[src/hrdp_pkg.sv]
// Shared types and constants of the HID report descriptor parser.
package hrdp_pkg;

  // Item prefixes handled by the assembler and the executor
  localparam logic [7:0] PfxLong     = 8'hFE;
  localparam logic [7:0] PfxPage     = 8'h05;
  localparam logic [7:0] PfxMin1     = 8'h15;
  localparam logic [7:0] PfxMin2     = 8'h16;
  localparam logic [7:0] PfxMin4     = 8'h17;
  localparam logic [7:0] PfxMax1     = 8'h25;
  localparam logic [7:0] PfxMax2     = 8'h26;
  localparam logic [7:0] PfxMax4     = 8'h27;
  localparam logic [7:0] PfxSize     = 8'h75;
  localparam logic [7:0] PfxId       = 8'h85;
  localparam logic [7:0] PfxCount    = 8'h95;
  localparam logic [7:0] PfxUsage    = 8'h09;
  localparam logic [7:0] PfxUmin1    = 8'h19;
  localparam logic [7:0] PfxUmin2    = 8'h1A;
  localparam logic [7:0] PfxUmin4    = 8'h1B;
  localparam logic [7:0] PfxUmax1    = 8'h29;
  localparam logic [7:0] PfxUmax2    = 8'h2A;
  localparam logic [7:0] PfxUmax4    = 8'h2B;
  localparam logic [7:0] PfxInput    = 8'h81;
  localparam logic [7:0] PfxPush     = 8'hA4;
  localparam logic [7:0] PfxPop      = 8'hB4;

  localparam logic [6:0] FieldLimitReset = 7'd32;

  // Long item skipping phases
  typedef enum logic [1:0] {
    SK_NONE,
    SK_LEN,
    SK_TAG,
    SK_DATA
  } skip_e;

  // Executor states
  typedef enum logic [1:0] {
    BK_IDLE,
    BK_EMIT,
    BK_FIN
  } back_e;

  // Completed item handed from front to back
  typedef struct packed {
    logic        start;
    logic        exec;
    logic [7:0]  prefix;
    logic [31:0] data;
    logic [2:0]  width;
  } item_t;

  // One field record
  typedef struct packed {
    logic [5:0]  field_index;
    logic [7:0]  use_pg;
    logic [15:0] use_code;
    logic [7:0]  rpt_tag;
    logic [15:0] bit_pos;
    logic [7:0]  bit_len;
    logic [31:0] lo_limit;
    logic [31:0] hi_limit;
    logic        rel_flag;
    logic        last_of_run;
  } record_t;

  // Sign extension of item data by its byte count
  function automatic logic [31:0] signed_data(input logic [31:0] d, input logic [2:0] w);
    logic [31:0] r;
    r = d;
    if (w == 3'd1) begin
      r = {{24{d[7]}}, d[7:0]};
    end else if (w == 3'd2) begin
      r = {{16{d[15]}}, d[15:0]};
    end
    return r;
  endfunction

endpackage

[src/hrdp_front.sv]
// Byte assembler: splits the descriptor stream into items and skips long items.
module hrdp_front (
  input  logic                clk_i,
  input  logic                rst_ni,
  input  logic                accept_i,
  input  logic [7:0]          desc_byte_i,
  input  logic                start_req_i,
  output logic                item_valid_o,
  output hrdp_pkg::item_t     item_o
);

  hrdp_pkg::skip_e skip_q, skip_d;
  logic [7:0]  pend_q, pend_d;
  logic [7:0]  pre_q, pre_d;
  logic [31:0] acc_q, acc_d;
  logic [2:0]  wid_q, wid_d;

  always_ff @(posedge clk_i or negedge rst_ni) begin
    if (!rst_ni) begin
      skip_q <= hrdp_pkg::SK_NONE;
      pend_q <= '0;
      pre_q  <= '0;
      acc_q  <= '0;
      wid_q  <= '0;
    end else begin
      skip_q <= skip_d;
      pend_q <= pend_d;
      pre_q  <= pre_d;
      acc_q  <= acc_d;
      wid_q  <= wid_d;
    end
  end

  // Next state of the assembler for one accepted byte
  always_comb begin
    logic [1:0] pos;
    logic       done;
    skip_d = skip_q;
    pend_d = pend_q;
    pre_d  = pre_q;
    acc_d  = acc_q;
    wid_d  = wid_q;
    done   = 1'b0;
    pos    = '0;
    if (accept_i) begin
      if (start_req_i) begin
        skip_d = hrdp_pkg::SK_NONE;
        pend_d = '0;
        pre_d  = '0;
        acc_d  = '0;
        wid_d  = '0;
      end
      unique case (skip_d)
        hrdp_pkg::SK_LEN: begin
          pend_d = desc_byte_i;
          skip_d = hrdp_pkg::SK_TAG;
        end
        hrdp_pkg::SK_TAG: begin
          skip_d = (pend_d != 8'd0) ? hrdp_pkg::SK_DATA : hrdp_pkg::SK_NONE;
        end
        hrdp_pkg::SK_DATA: begin
          pend_d = pend_d - 8'd1;
          if (pend_d == 8'd0) skip_d = hrdp_pkg::SK_NONE;
        end
        default: begin
          if (pend_d != 8'd0) begin
            pos    = wid_d[1:0] - pend_d[1:0];
            acc_d  = acc_d | ({24'd0, desc_byte_i} << {pos, 3'b000});
            pend_d = pend_d - 8'd1;
            done   = (pend_d == 8'd0);
          end else if (desc_byte_i == hrdp_pkg::PfxLong) begin
            skip_d = hrdp_pkg::SK_LEN;
          end else begin
            pre_d  = desc_byte_i;
            wid_d  = (desc_byte_i[1:0] == 2'd3) ? 3'd4 : {1'b0, desc_byte_i[1:0]};
            pend_d = {5'd0, wid_d};
            acc_d  = '0;
            done   = (wid_d == 3'd0);
          end
        end
      endcase
    end
    item_valid_o  = accept_i && (start_req_i || done);
    item_o.start  = start_req_i;
    item_o.exec   = done;
    item_o.prefix = pre_d;
    item_o.data   = acc_d;
    item_o.width  = wid_d;
  end

endmodule

[src/hrdp_queue.sv]
// Two-entry item queue between the assembler and the executor.
module hrdp_queue (
  input  logic            clk_i,
  input  logic            rst_ni,
  input  logic            wr_i,
  input  hrdp_pkg::item_t wdata_i,
  output logic            full_o,
  input  logic            rd_i,
  output logic            valid_o,
  output hrdp_pkg::item_t rdata_o
);

  hrdp_pkg::item_t mem_q [2];
  logic       wp_q, rp_q;
  logic [1:0] cnt_q;

  always_ff @(posedge clk_i or negedge rst_ni) begin
    if (!rst_ni) begin
      wp_q  <= 1'b0;
      rp_q  <= 1'b0;
      cnt_q <= '0;
    end else begin
      if (wr_i) wp_q <= ~wp_q;
      if (rd_i) rp_q <= ~rp_q;
      cnt_q <= cnt_q + {1'b0, wr_i} - {1'b0, rd_i};
    end
  end

  always_ff @(posedge clk_i) begin
    if (wr_i) mem_q[wp_q] <= wdata_i;
  end

  assign full_o  = (cnt_q == 2'd2);
  assign valid_o = (cnt_q != 2'd0);
  assign rdata_o = mem_q[rp_q];

endmodule

[src/hrdp_back.sv]
// Item executor: global/local state, push/pop stack and field record emission.
module hrdp_back #(
  parameter int STACK_DEPTH = 4,
  parameter int USAGE_SLOTS = 8,
  parameter int FIELD_CAP   = 64
) (
  input  logic              clk_i,
  input  logic              rst_ni,
  input  logic              q_valid_i,
  input  hrdp_pkg::item_t   q_item_i,
  output logic              q_pop_o,
  input  logic [6:0]        field_limit_i,
  output logic              rec_valid_o,
  output hrdp_pkg::record_t rec_o,
  input  logic              rec_pop_i
);

  localparam int SLW = $clog2(STACK_DEPTH + 1);
  localparam int SIW = (STACK_DEPTH > 1) ? $clog2(STACK_DEPTH) : 1;
  localparam int ULW = $clog2(USAGE_SLOTS + 1);
  localparam int UIW = (USAGE_SLOTS > 1) ? $clog2(USAGE_SLOTS) : 1;

  hrdp_pkg::back_e st_q, st_d;
  logic           clr_done_q, clr_done_d;
  logic [7:0]     page_q, page_d, size_q, size_d, count_q, count_d, id_q, id_d;
  logic [31:0]    min_q, min_d, max_q, max_d;
  logic [15:0]    offs_q, offs_d;
  logic [SLW-1:0] lvl_q, lvl_d;
  logic [ULW-1:0] utot_q, utot_d, urun_q, urun_d;
  logic [UIW-1:0] uidx_q, uidx_d;
  logic [31:0]    rlow_q, rlow_d, rhigh_q, rhigh_d, bound_q, bound_d;
  logic           rval_q, rval_d, list_q, list_d, rel_q, rel_d;
  logic [6:0]     fout_q, fout_d, limit_q, limit_d, j_q, j_d;
  logic [7:0]     extra_q, extra_d;
  logic           outv_q, outv_d;
  hrdp_pkg::record_t rec_q, rec_d;

  logic [63:0]    lim_mem_q [STACK_DEPTH];
  logic [23:0]    siz_mem_q [STACK_DEPTH];
  logic [7:0]     ulist_q   [USAGE_SLOTS];
  logic           stk_we, ul_we;
  logic [SLW-1:0] lvl_m1;

  assign lvl_m1 = lvl_q - SLW'(1);

  always_ff @(posedge clk_i or negedge rst_ni) begin
    if (!rst_ni) begin
      st_q <= hrdp_pkg::BK_IDLE;
      clr_done_q <= 1'b0;
      page_q <= '0; size_q <= '0; count_q <= '0; id_q <= '0;
      min_q <= '0; max_q <= '0; offs_q <= '0; lvl_q <= '0;
      utot_q <= '0; urun_q <= '0; uidx_q <= '0;
      rlow_q <= '0; rhigh_q <= '0; bound_q <= '0;
      rval_q <= 1'b0; list_q <= 1'b0; rel_q <= 1'b0;
      fout_q <= '0; limit_q <= '0; j_q <= '0; extra_q <= '0;
      outv_q <= 1'b0;
    end else begin
      st_q <= st_d;
      clr_done_q <= clr_done_d;
      page_q <= page_d; size_q <= size_d; count_q <= count_d; id_q <= id_d;
      min_q <= min_d; max_q <= max_d; offs_q <= offs_d; lvl_q <= lvl_d;
      utot_q <= utot_d; urun_q <= urun_d; uidx_q <= uidx_d;
      rlow_q <= rlow_d; rhigh_q <= rhigh_d; bound_q <= bound_d;
      rval_q <= rval_d; list_q <= list_d; rel_q <= rel_d;
      fout_q <= fout_d; limit_q <= limit_d; j_q <= j_d; extra_q <= extra_d;
      outv_q <= outv_d;
    end
  end

  // Stack, usage list and output record storage
  always_ff @(posedge clk_i) begin
    if (stk_we) begin
      lim_mem_q[lvl_q[SIW-1:0]] <= {max_q, min_q};
      siz_mem_q[lvl_q[SIW-1:0]] <= {page_q, size_q, count_q};
    end
    if (ul_we) ulist_q[utot_q[UIW-1:0]] <= q_item_i.data[7:0];
    rec_q <= rec_d;
  end

  // Executor next state
  always_comb begin
    logic [7:0]  cnt;
    logic [31:0] sdat, range;
    logic [6:0]  lim;
    logic        slot_free, more;
    st_d = st_q; clr_done_d = clr_done_q;
    page_d = page_q; size_d = size_q; count_d = count_q; id_d = id_q;
    min_d = min_q; max_d = max_q; offs_d = offs_q; lvl_d = lvl_q;
    utot_d = utot_q; urun_d = urun_q; uidx_d = uidx_q;
    rlow_d = rlow_q; rhigh_d = rhigh_q; bound_d = bound_q;
    rval_d = rval_q; list_d = list_q; rel_d = rel_q;
    fout_d = fout_q; limit_d = limit_q; j_d = j_q; extra_d = extra_q;
    rec_d = rec_q;
    q_pop_o = 1'b0; stk_we = 1'b0; ul_we = 1'b0;
    slot_free = !outv_q || rec_pop_i;
    outv_d = outv_q && !rec_pop_i;
    cnt = (count_q == 8'd0) ? 8'd1 : count_q;
    sdat = hrdp_pkg::signed_data(q_item_i.data, q_item_i.width);
    range = rhigh_q - rlow_q + 32'd1;
    lim = (field_limit_i < 7'(FIELD_CAP)) ? field_limit_i : 7'(FIELD_CAP);
    more = 1'b0;
    unique case (st_q)
      hrdp_pkg::BK_IDLE: begin
        if (q_valid_i) begin
          if (q_item_i.start && !clr_done_q) begin
            // start of a new descriptor: clear parse state
            page_d = '0; size_d = '0; count_d = '0; id_d = '0;
            min_d = '0; max_d = '0; offs_d = '0; lvl_d = '0; utot_d = '0;
            rlow_d = '0; rhigh_d = '0; rval_d = 1'b0; fout_d = '0;
            clr_done_d = q_item_i.exec;
            q_pop_o = !q_item_i.exec;
          end else begin
            clr_done_d = 1'b0;
            q_pop_o = 1'b1;
            if (q_item_i.exec) begin
              unique case (q_item_i.prefix)
                hrdp_pkg::PfxPage: page_d = q_item_i.data[7:0];
                hrdp_pkg::PfxMin1, hrdp_pkg::PfxMin2, hrdp_pkg::PfxMin4: min_d = sdat;
                hrdp_pkg::PfxMax1, hrdp_pkg::PfxMax2, hrdp_pkg::PfxMax4: max_d = sdat;
                hrdp_pkg::PfxSize: size_d = q_item_i.data[7:0];
                hrdp_pkg::PfxId: begin
                  id_d = q_item_i.data[7:0];
                  offs_d = '0;
                end
                hrdp_pkg::PfxCount: count_d = q_item_i.data[7:0];
                hrdp_pkg::PfxUsage: begin
                  if (utot_q < ULW'(USAGE_SLOTS)) begin
                    ul_we = 1'b1;
                    utot_d = utot_q + ULW'(1);
                  end
                end
                hrdp_pkg::PfxUmin1, hrdp_pkg::PfxUmin2, hrdp_pkg::PfxUmin4: begin
                  rlow_d = q_item_i.data;
                  rval_d = 1'b1;
                end
                hrdp_pkg::PfxUmax1, hrdp_pkg::PfxUmax2, hrdp_pkg::PfxUmax4: begin
                  rhigh_d = q_item_i.data;
                  rval_d = 1'b1;
                end
                hrdp_pkg::PfxPush: begin
                  if (lvl_q < SLW'(STACK_DEPTH)) begin
                    stk_we = 1'b1;
                    lvl_d = lvl_q + SLW'(1);
                  end
                end
                hrdp_pkg::PfxPop: begin
                  if (lvl_q != '0) begin
                    lvl_d = lvl_m1;
                    {max_d, min_d} = lim_mem_q[lvl_m1[SIW-1:0]];
                    {page_d, size_d, count_d} = siz_mem_q[lvl_m1[SIW-1:0]];
                  end
                end
                hrdp_pkg::PfxInput: begin
                  // Input item: choose list, range or offset-only handling
                  limit_d = lim;
                  rel_d = q_item_i.data[2];
                  j_d = '0;
                  uidx_d = '0;
                  urun_d = utot_q;
                  extra_d = '0;
                  utot_d = '0;
                  rval_d = 1'b0;
                  if (q_item_i.data[0] || (utot_q == '0 && !rval_q)) begin
                    offs_d = offs_q + 16'(size_q) * 16'(cnt);
                  end else begin
                    list_d = (utot_q != '0);
                    bound_d = list_d ? {24'd0, cnt} : range;
                    if (!list_d && ({24'd0, cnt} > range)) extra_d = cnt - range[7:0];
                    if (bound_d != 32'd0 && fout_q < lim) begin
                      st_d = hrdp_pkg::BK_EMIT;
                    end else if (extra_d != 8'd0) begin
                      st_d = hrdp_pkg::BK_FIN;
                    end
                  end
                end
                default: ;
              endcase
            end
          end
        end
      end
      hrdp_pkg::BK_EMIT: begin
        if (slot_free) begin
          more = ({25'd0, j_q} + 32'd1 < bound_q) && (fout_q + 7'd1 < limit_q);
          rec_d.field_index = fout_q[5:0];
          rec_d.use_pg      = page_q;
          rec_d.use_code    = list_q ? {8'd0, ulist_q[uidx_q]}
                                     : rlow_q[15:0] + {9'd0, j_q};
          rec_d.rpt_tag     = id_q;
          rec_d.bit_pos     = offs_q;
          rec_d.bit_len     = size_q;
          rec_d.lo_limit    = min_q;
          rec_d.hi_limit    = max_q;
          rec_d.rel_flag    = rel_q;
          rec_d.last_of_run = !more;
          outv_d = 1'b1;
          fout_d = fout_q + 7'd1;
          offs_d = offs_q + {8'd0, size_q};
          j_d = j_q + 7'd1;
          uidx_d = (ULW'(uidx_q) + ULW'(1) == urun_q) ? '0 : uidx_q + UIW'(1);
          if (!more) st_d = (extra_q != 8'd0) ? hrdp_pkg::BK_FIN : hrdp_pkg::BK_IDLE;
        end
      end
      hrdp_pkg::BK_FIN: begin
        // bits of the count beyond the usage range
        offs_d = offs_q + 16'(size_q) * 16'(extra_q);
        st_d = hrdp_pkg::BK_IDLE;
      end
      default: st_d = hrdp_pkg::BK_IDLE;
    endcase
  end

  assign rec_valid_o = outv_q;
  assign rec_o = rec_q;

`ifndef SYNTHESIS
  a_fields_capped: assert property (@(posedge clk_i) disable iff (!rst_ni)
    fout_q <= 7'(FIELD_CAP)) else $error("field count above cap");
  a_stack_bound: assert property (@(posedge clk_i) disable iff (!rst_ni)
    lvl_q <= SLW'(STACK_DEPTH)) else $error("stack level above depth");
  a_emit_needs_room: assert property (@(posedge clk_i) disable iff (!rst_ni)
    (st_q == hrdp_pkg::BK_EMIT && outv_q && !rec_pop_i) |=> $stable(rec_q))
    else $error("record overwritten while waiting");
`endif

endmodule

[src/hid_report_descriptor_parser_core.sv]
// Top level of the HID report descriptor parser.
//
// Input channel: descriptor bytes with start_req, written like a queue (push/full);
// a byte transfers when push is high and full is low. start_req marks the first
// byte of a new descriptor and clears all parse state.
// Result channel: field records read like a queue (empty/pop); the record on the
// ports transfers when pop is high and empty is low.
// Configuration: cfg_we_i/cfg_wdata_i write field_limit (reset 32), write only
// while idle. It caps the number of records per descriptor (at most FIELD_CAP).
// Completed items are registered in a two-entry queue before the executor takes
// them; a start item first clears the parse state and, when it also completes an
// item, is then executed. An Input item is decoded in the idle state, emits its
// records in the emit state and adds the bits of the count beyond a usage range
// in the finish state. The first record passes through the queue, the idle and
// the emit states into a single output register; records leave at one per cycle
// while the receiver pops. The queue keeps push flowing while the executor is busy
// until it fills. A stalled receiver holds the executor, then the queue, then full.
// Reset clears all parse state; no clearing pass is needed.
module hid_report_descriptor_parser_core #(
  parameter int STACK_DEPTH = 4,
  parameter int USAGE_SLOTS = 8,
  parameter int FIELD_CAP   = 64
) (
  input  logic        clk_i,
  input  logic        rst_ni,
  input  logic        push,
  output logic        full,
  input  logic [7:0]  desc_byte_i,
  input  logic        start_req_i,
  output logic        empty,
  input  logic        pop,
  output logic [5:0]  field_index_o,
  output logic [7:0]  use_pg_o,
  output logic [15:0] use_code_o,
  output logic [7:0]  rpt_tag_o,
  output logic [15:0] bit_pos_o,
  output logic [7:0]  bit_len_o,
  output logic signed [31:0] lo_limit_o,
  output logic signed [31:0] hi_limit_o,
  output logic        rel_flag_o,
  output logic        last_of_run_o,
  input  logic        cfg_we_i,
  input  logic [6:0]  cfg_wdata_i
);

  logic              accept, item_valid, q_pop, q_valid, rec_valid;
  hrdp_pkg::item_t   item, q_item;
  hrdp_pkg::record_t rec;
  logic [6:0]        field_limit_q;

  // Configuration register
  always_ff @(posedge clk_i or negedge rst_ni) begin
    if (!rst_ni) begin
      field_limit_q <= hrdp_pkg::FieldLimitReset;
    end else if (cfg_we_i) begin
      field_limit_q <= cfg_wdata_i;
    end
  end

  assign accept = push && !full;

  hrdp_front u_front (
    .clk_i, .rst_ni,
    .accept_i     (accept),
    .desc_byte_i,
    .start_req_i,
    .item_valid_o (item_valid),
    .item_o       (item)
  );

  hrdp_queue u_queue (
    .clk_i, .rst_ni,
    .wr_i    (item_valid),
    .wdata_i (item),
    .full_o  (full),
    .rd_i    (q_pop),
    .valid_o (q_valid),
    .rdata_o (q_item)
  );

  hrdp_back #(
    .STACK_DEPTH (STACK_DEPTH),
    .USAGE_SLOTS (USAGE_SLOTS),
    .FIELD_CAP   (FIELD_CAP)
  ) u_back (
    .clk_i, .rst_ni,
    .q_valid_i     (q_valid),
    .q_item_i      (q_item),
    .q_pop_o       (q_pop),
    .field_limit_i (field_limit_q),
    .rec_valid_o   (rec_valid),
    .rec_o         (rec),
    .rec_pop_i     (pop)
  );

  assign empty         = !rec_valid;
  assign field_index_o = rec.field_index;
  assign use_pg_o      = rec.use_pg;
  assign use_code_o    = rec.use_code;
  assign rpt_tag_o     = rec.rpt_tag;
  assign bit_pos_o     = rec.bit_pos;
  assign bit_len_o     = rec.bit_len;
  assign lo_limit_o    = rec.lo_limit;
  assign hi_limit_o    = rec.hi_limit;
  assign rel_flag_o    = rec.rel_flag;
  assign last_of_run_o = rec.last_of_run;

endmodule
[config.mk]
export PLATFORM = sky130hd
export DESIGN_NAME = hid_report_descriptor_parser_core
export DESIGN_NICKNAME = d
export VERILOG_FILES = /design/src/hrdp_pkg.sv /design/src/hrdp_front.sv /design/src/hrdp_queue.sv /design/src/hrdp_back.sv /design/src/hid_report_descriptor_parser_core.sv
export SDC_FILE = /design/constraint.sdc
export NUM_CORES = 2
export LEC_CHECK = 0
export BUFFER_PORTS_ARGS = -buffer_cell sky130_fd_sc_hd__buf_2
export CAP_MARGIN = 20
export CORE_UTILIZATION = 50
export DETAILED_ROUTE_END_ITERATION = 8
export GPL_TIMING_DRIVEN = 0
export PLACE_DENSITY = 0.75
export SLEW_MARGIN = 20
export SYNTH_ARGS = -nofsm -noshare
export SYNTH_HDL_FRONTEND = slang
export SYNTH_SLANG_ARGS = --single-unit
[constraint.sdc]
create_clock -name clk_i -period 6.5 [get_ports clk_i]
set_input_delay 0.325 -clock clk_i [delete_from_list [all_inputs] [get_ports clk_i]]
set_output_delay 0.325 -clock clk_i [all_outputs]
set_load 0.03 [all_outputs]
==> impl_metrics.py <==
metrics = {
    "finish": {
        "nets": 4222,
        "final_core_util": 0.5765,
        "drive_gt1_frac": 0.1247,
        "area_growth_pct": 13.44,
        "postLayoutCellArea_mm2": 0.05229,
        "fillers": 7017,
        "antenna_cells": 0,
    },
    "place": {
        "routabilityCongestion": 0.9045,
        "port_buffers": 148,
        "place_area_mm2": 0.04883,
        "dpl.hpwl_um": 79660,
    },
    "min_path": {
        "hp-class": "in2reg",
    },
    "yosys": {
        "syn-num-nets": 3950,
        "synthArstFlopShare": 0.3368,
        "synth.largest_area_cell": "edfxtp_1",
        "yosys_warnings": 0,
        "ys.flop_type": "edfxtp_1",
        "ys_seq_elements": 956,
        "syn_avg_cell_area_um2": 12.69,
        "ys_top_cells_by_area": "edfxtp_1, dfrtp_1, ha_1",
        "ys_types": 92,
        "syn_inst": 3632,
        "synth-seq-area-share": 0.5879,
        "synth_area_mm2": 0.04609,
        "yosysTopAreaCellShare": 0.4131,
        "synth-edff-count": 634,
    },
    "timing": {
        "fmax_mhz": 166.4,
        "fin_setup_tns_ns": 0,
        "finalCritPeriodShare": 0.9245,
        "slew_headroom": 0.2280,
        "period_minus_slack_ns": 6.009,
        "hold_viol_final": 0,
        "setup_viol": 0,
        "clock-skew-final_ns": 0.04630,
        "max_slew.worst_pin.slew_ns": 1.158,
        "rsz0062_at_grt": "false",
        "final_max_slew_viol_count": 0,
    },
    "grt": {
        "grt_usage": 0.2443,
        "grt_pass1_vias": 30110,
        "overflow": 0,
        "grt_max_degree": 92,
        "antenna_found_initial": 0,
        "grt_first_pass_wirelength_um": 175200,
    },
    "floorplan": {
        "rows": 110,
        "dieWidth_um": 305.6,
        "core_mm2": 0.09070,
        "die-height_um": 305.6,
        "die_area_mm2": 0.09340,
        "start_util": 0.5082,
        "io_pins": 151,
    },
    "clock_tree": {
        "cts_root_buf": "clkbuf_16",
        "cts_resized": 0,
        "ctsHoldBuffers": 10,
        "ctsHtreeMaxLevel": 3,
        "cts-buffers-inserted": 94,
        "clock_path_buffers": 3,
        "clk-insertion-delay-late_ns": 0.69,
        "cts_sinks": 956,
        "cts_tree": "done",
        "clk_pin_slew_worst_paths_ns": 0.06,
        "post_cts_buffers": 0,
    },
    "route": {
        "vias_per_cell": 5.872,
        "routed_wl_um": 113100,
        "via_count": 30310,
        "drtIter0Drc": 3167,
        "met2_length_um": 53370,
        "dr.pass1.iters": 5,
        "post_drt_wl_per_cell_um": 21.92,
        "drc": 0,
        "m1WireLength_um": 47350,
        "top_layer_used": "met4",
        "wl_met3_um": 9367,
        "antenna_left": 0,
    },
    "setup_path": {
        "critPathMaxStageDelay_ns": 0.54,
        "path_class": "reg2reg",
        "crit_chain": "nor4_1 > a21o_1 > nand2_1 > fa_1 > inv_1 > fa_1 > inv_1 > fa_1 > fa_1 > inv_1 > ha_1 > o21ai_0 > a21boi_0 > o21a_1 > o21ai_0 > a21oi_1 > nor3_1 > o311ai_0 > a31o_2 > o311ai_1",
        "cp.arrival_ns": 6.52,
        "start_kind": "flip-flop",
        "slowest_stage": "fa_1",
        "required_ns": 7.01,
        "crit_path_frequent_cell": "fa_1",
        "worstPathMaxFanout": 9,
        "end_kind": "flip-flop",
    },
    "outcome": {
        "outcome": "complete, no violations",
    },
    "power_and_ir_drop": {
        "p_leak_nw": 20.87,
        "peakVddDrop_uv": 307.7,
        "power_w": 0.02756,
        "p_per_area_mw_per_mm2": 527.0,
    },
    "job": {
        "max_cap_violations": 0,
    },
}
stage by stage:
step	std cells	setup slack [ns]	hold slack, ns
final	5161	0.4905	0.06430
after global routing	5161	0.1908	0.09756
after CTS	5161	0.5314	0.05074
after detailed placement	4974	0.5710	0.2604
after global placement	4956	-1.585	0.4337
after floorplan	3632	1.349	0.02941
synthesized netlist by cell type, types with 19 or more instances:
| library cell | n |
|---|---|
| edfxtp_1 | 634 |
| nand2_1 | 448 |
| dfrtp_1 | 321 |
| inv_1 | 256 |
| o21ai_0 | 236 |
| nor2_1 | 209 |
| ha_1 | 193 |
| clkbuf_1 | 164 |
| a21oi_1 | 145 |
| fa_1 | 104 |
| mux4_2 | 104 |
| and2_1 | 85 |
| o31ai_1 | 73 |
| xnor2_1 | 71 |
| a22o_1 | 55 |
| nand3_1 | 46 |
| mux2i_1 | 42 |
| nor3_1 | 37 |
| xor2_1 | 35 |
| a21o_1 | 23 |
| mux2_2 | 22 |
| a211oi_1 | 20 |
| nand2b_1 | 19 |
state kept, by name, indices dropped and copies added, names as in the netlist, 16 cells and up:
signal / flops
u_back.siz_mem_q: 96
u_back.min_q: 32
u_front.acc_q: 32
u_back.ulist_q: 64
u_back.rlow_q: 32
u_back.rec_o: 128
u_back.rhigh_q: 32
u_queue.mem_q: 90
u_back.bound_q: 32
u_back.max_q: 32
u_back.lim_mem_q: 256
u_back.offs_q: 16
layout make-up:
cell class / instances / area (um^2) / area share
inverter: 258 / 968.4 / 0.01852
multi-input combinational: 2246 / 17430 / 0.3334
tap: 1176 / 1471 / 0.02814
clock inverter: 56 / 800.8 / 0.01532
buffer: 172 / 659.4 / 0.01261
clock buffer: 121 / 2554 / 0.04884
sequential: 956 / 27100 / 0.5182
timing repair buffer: 176 / 1303 / 0.02491
cell usage in the layout (no fill, tap or decap), types with 11 or more instances in the layout:
master / instances
a21oi_1: 145
nand3_1: 46
mux2i_1: 40
a211oi_1: 20
mux4_2: 104
xnor2_1: 71
a221oi_1: 12
nand2_1: 448
mux2_2: 22
o21a_1: 17
nand4_1: 18
buf_2: 148
o211ai_1: 12
edfxtp_1: 634
and2_1: 79
clkinv_2: 17
bufinv_16: 15
clkbuf_1: 180
buf_16: 14
a22oi_1: 14
inv_1: 256
o21ai_0: 236
nor3_1: 35
a21o_1: 23
o21ai_1: 11
o31ai_1: 73
nor2_1: 209
o21bai_1: 13
xor2_1: 35
and3_1: 11
ha_1: 193
dfrtp_1: 321
nand2b_1: 19
a22o_1: 55
or3_1: 17
fa_1: 104
nor2b_1: 17
clkbuf_16: 94
power breakdown:
| part | leakage (nW) | internal, W | switching (W) |
|---|---|---|---|
| logic | 9.17 | 0.00438 | 0.00806 |
| clock network | 1.61 | 0.00341 | 0.00240 |
| registers | 10.1 | 0.00826 | 0.00104 |
| total | 20.9 | 0.0161 | 0.0115 |
metal layers:
metal | up-vias | global-route usage
li1 | 13650 | -
met1 | 15150 | 0.3393
met2 | 1320 | 0.3910
met3 | 192 | 0.04624
met4 | 0 | 0.07596
met5 | - | 0
path summary, 6_finish.rpt:
path | start | end | slack (ns) | depth (start not counted)
hold reg to reg | u_back.id_q[6]$_DFFE_PN0P_ | u_back.rec_o[96]$_DFFE_PP_ | 0.46 | 0
min in group asynchronous | rst_ni | u_front.acc_q[17]$_DFF_PN0_ | 0.14 | 2
setup / recovery | u_back.count_q[1]$_DFFE_PN0P_ | u_back.offs_q[15]$_DFFE_PN0P_ | 0.49 | 20
setup reg to reg | u_back.count_q[1]$_DFFE_PN0P_ | u_back.offs_q[15]$_DFFE_PN0P_ | 0.49 | 20
max in group asynchronous | rst_ni | u_back.offs_q[2]$_DFFE_PN0P_ | 5.18 | 4
hold / removal | cfg_we_i | field_limit_q[6]$_DFFE_PN0P_ | 0.06 | 3
worst max-delay path, delay by kind of cell, from the launching register on:
kind            cells  cell delay, ns
compound gates      9            2.19
fa+ha+maj           5            2.34
buf+inv             3            0.15
flops               1            0.48
simple gates        3            0.68
cell families (layout without fill, tap and decap cells):
group	after synthesis	in the layout	share of synthesized area
buffers and inverters	430	783	0.03529
AND/OR/NAND/NOR	960	960	0.09439
AO/OA/AOI/OAI	715	715	0.09938
multiplexers	168	168	0.06531
XOR/XNOR	106	106	0.02014
flip-flops	956	956	0.5879
adder cells (fa/ha/maj)	297	297	0.09757
Power figures use the tool's default switching activity.
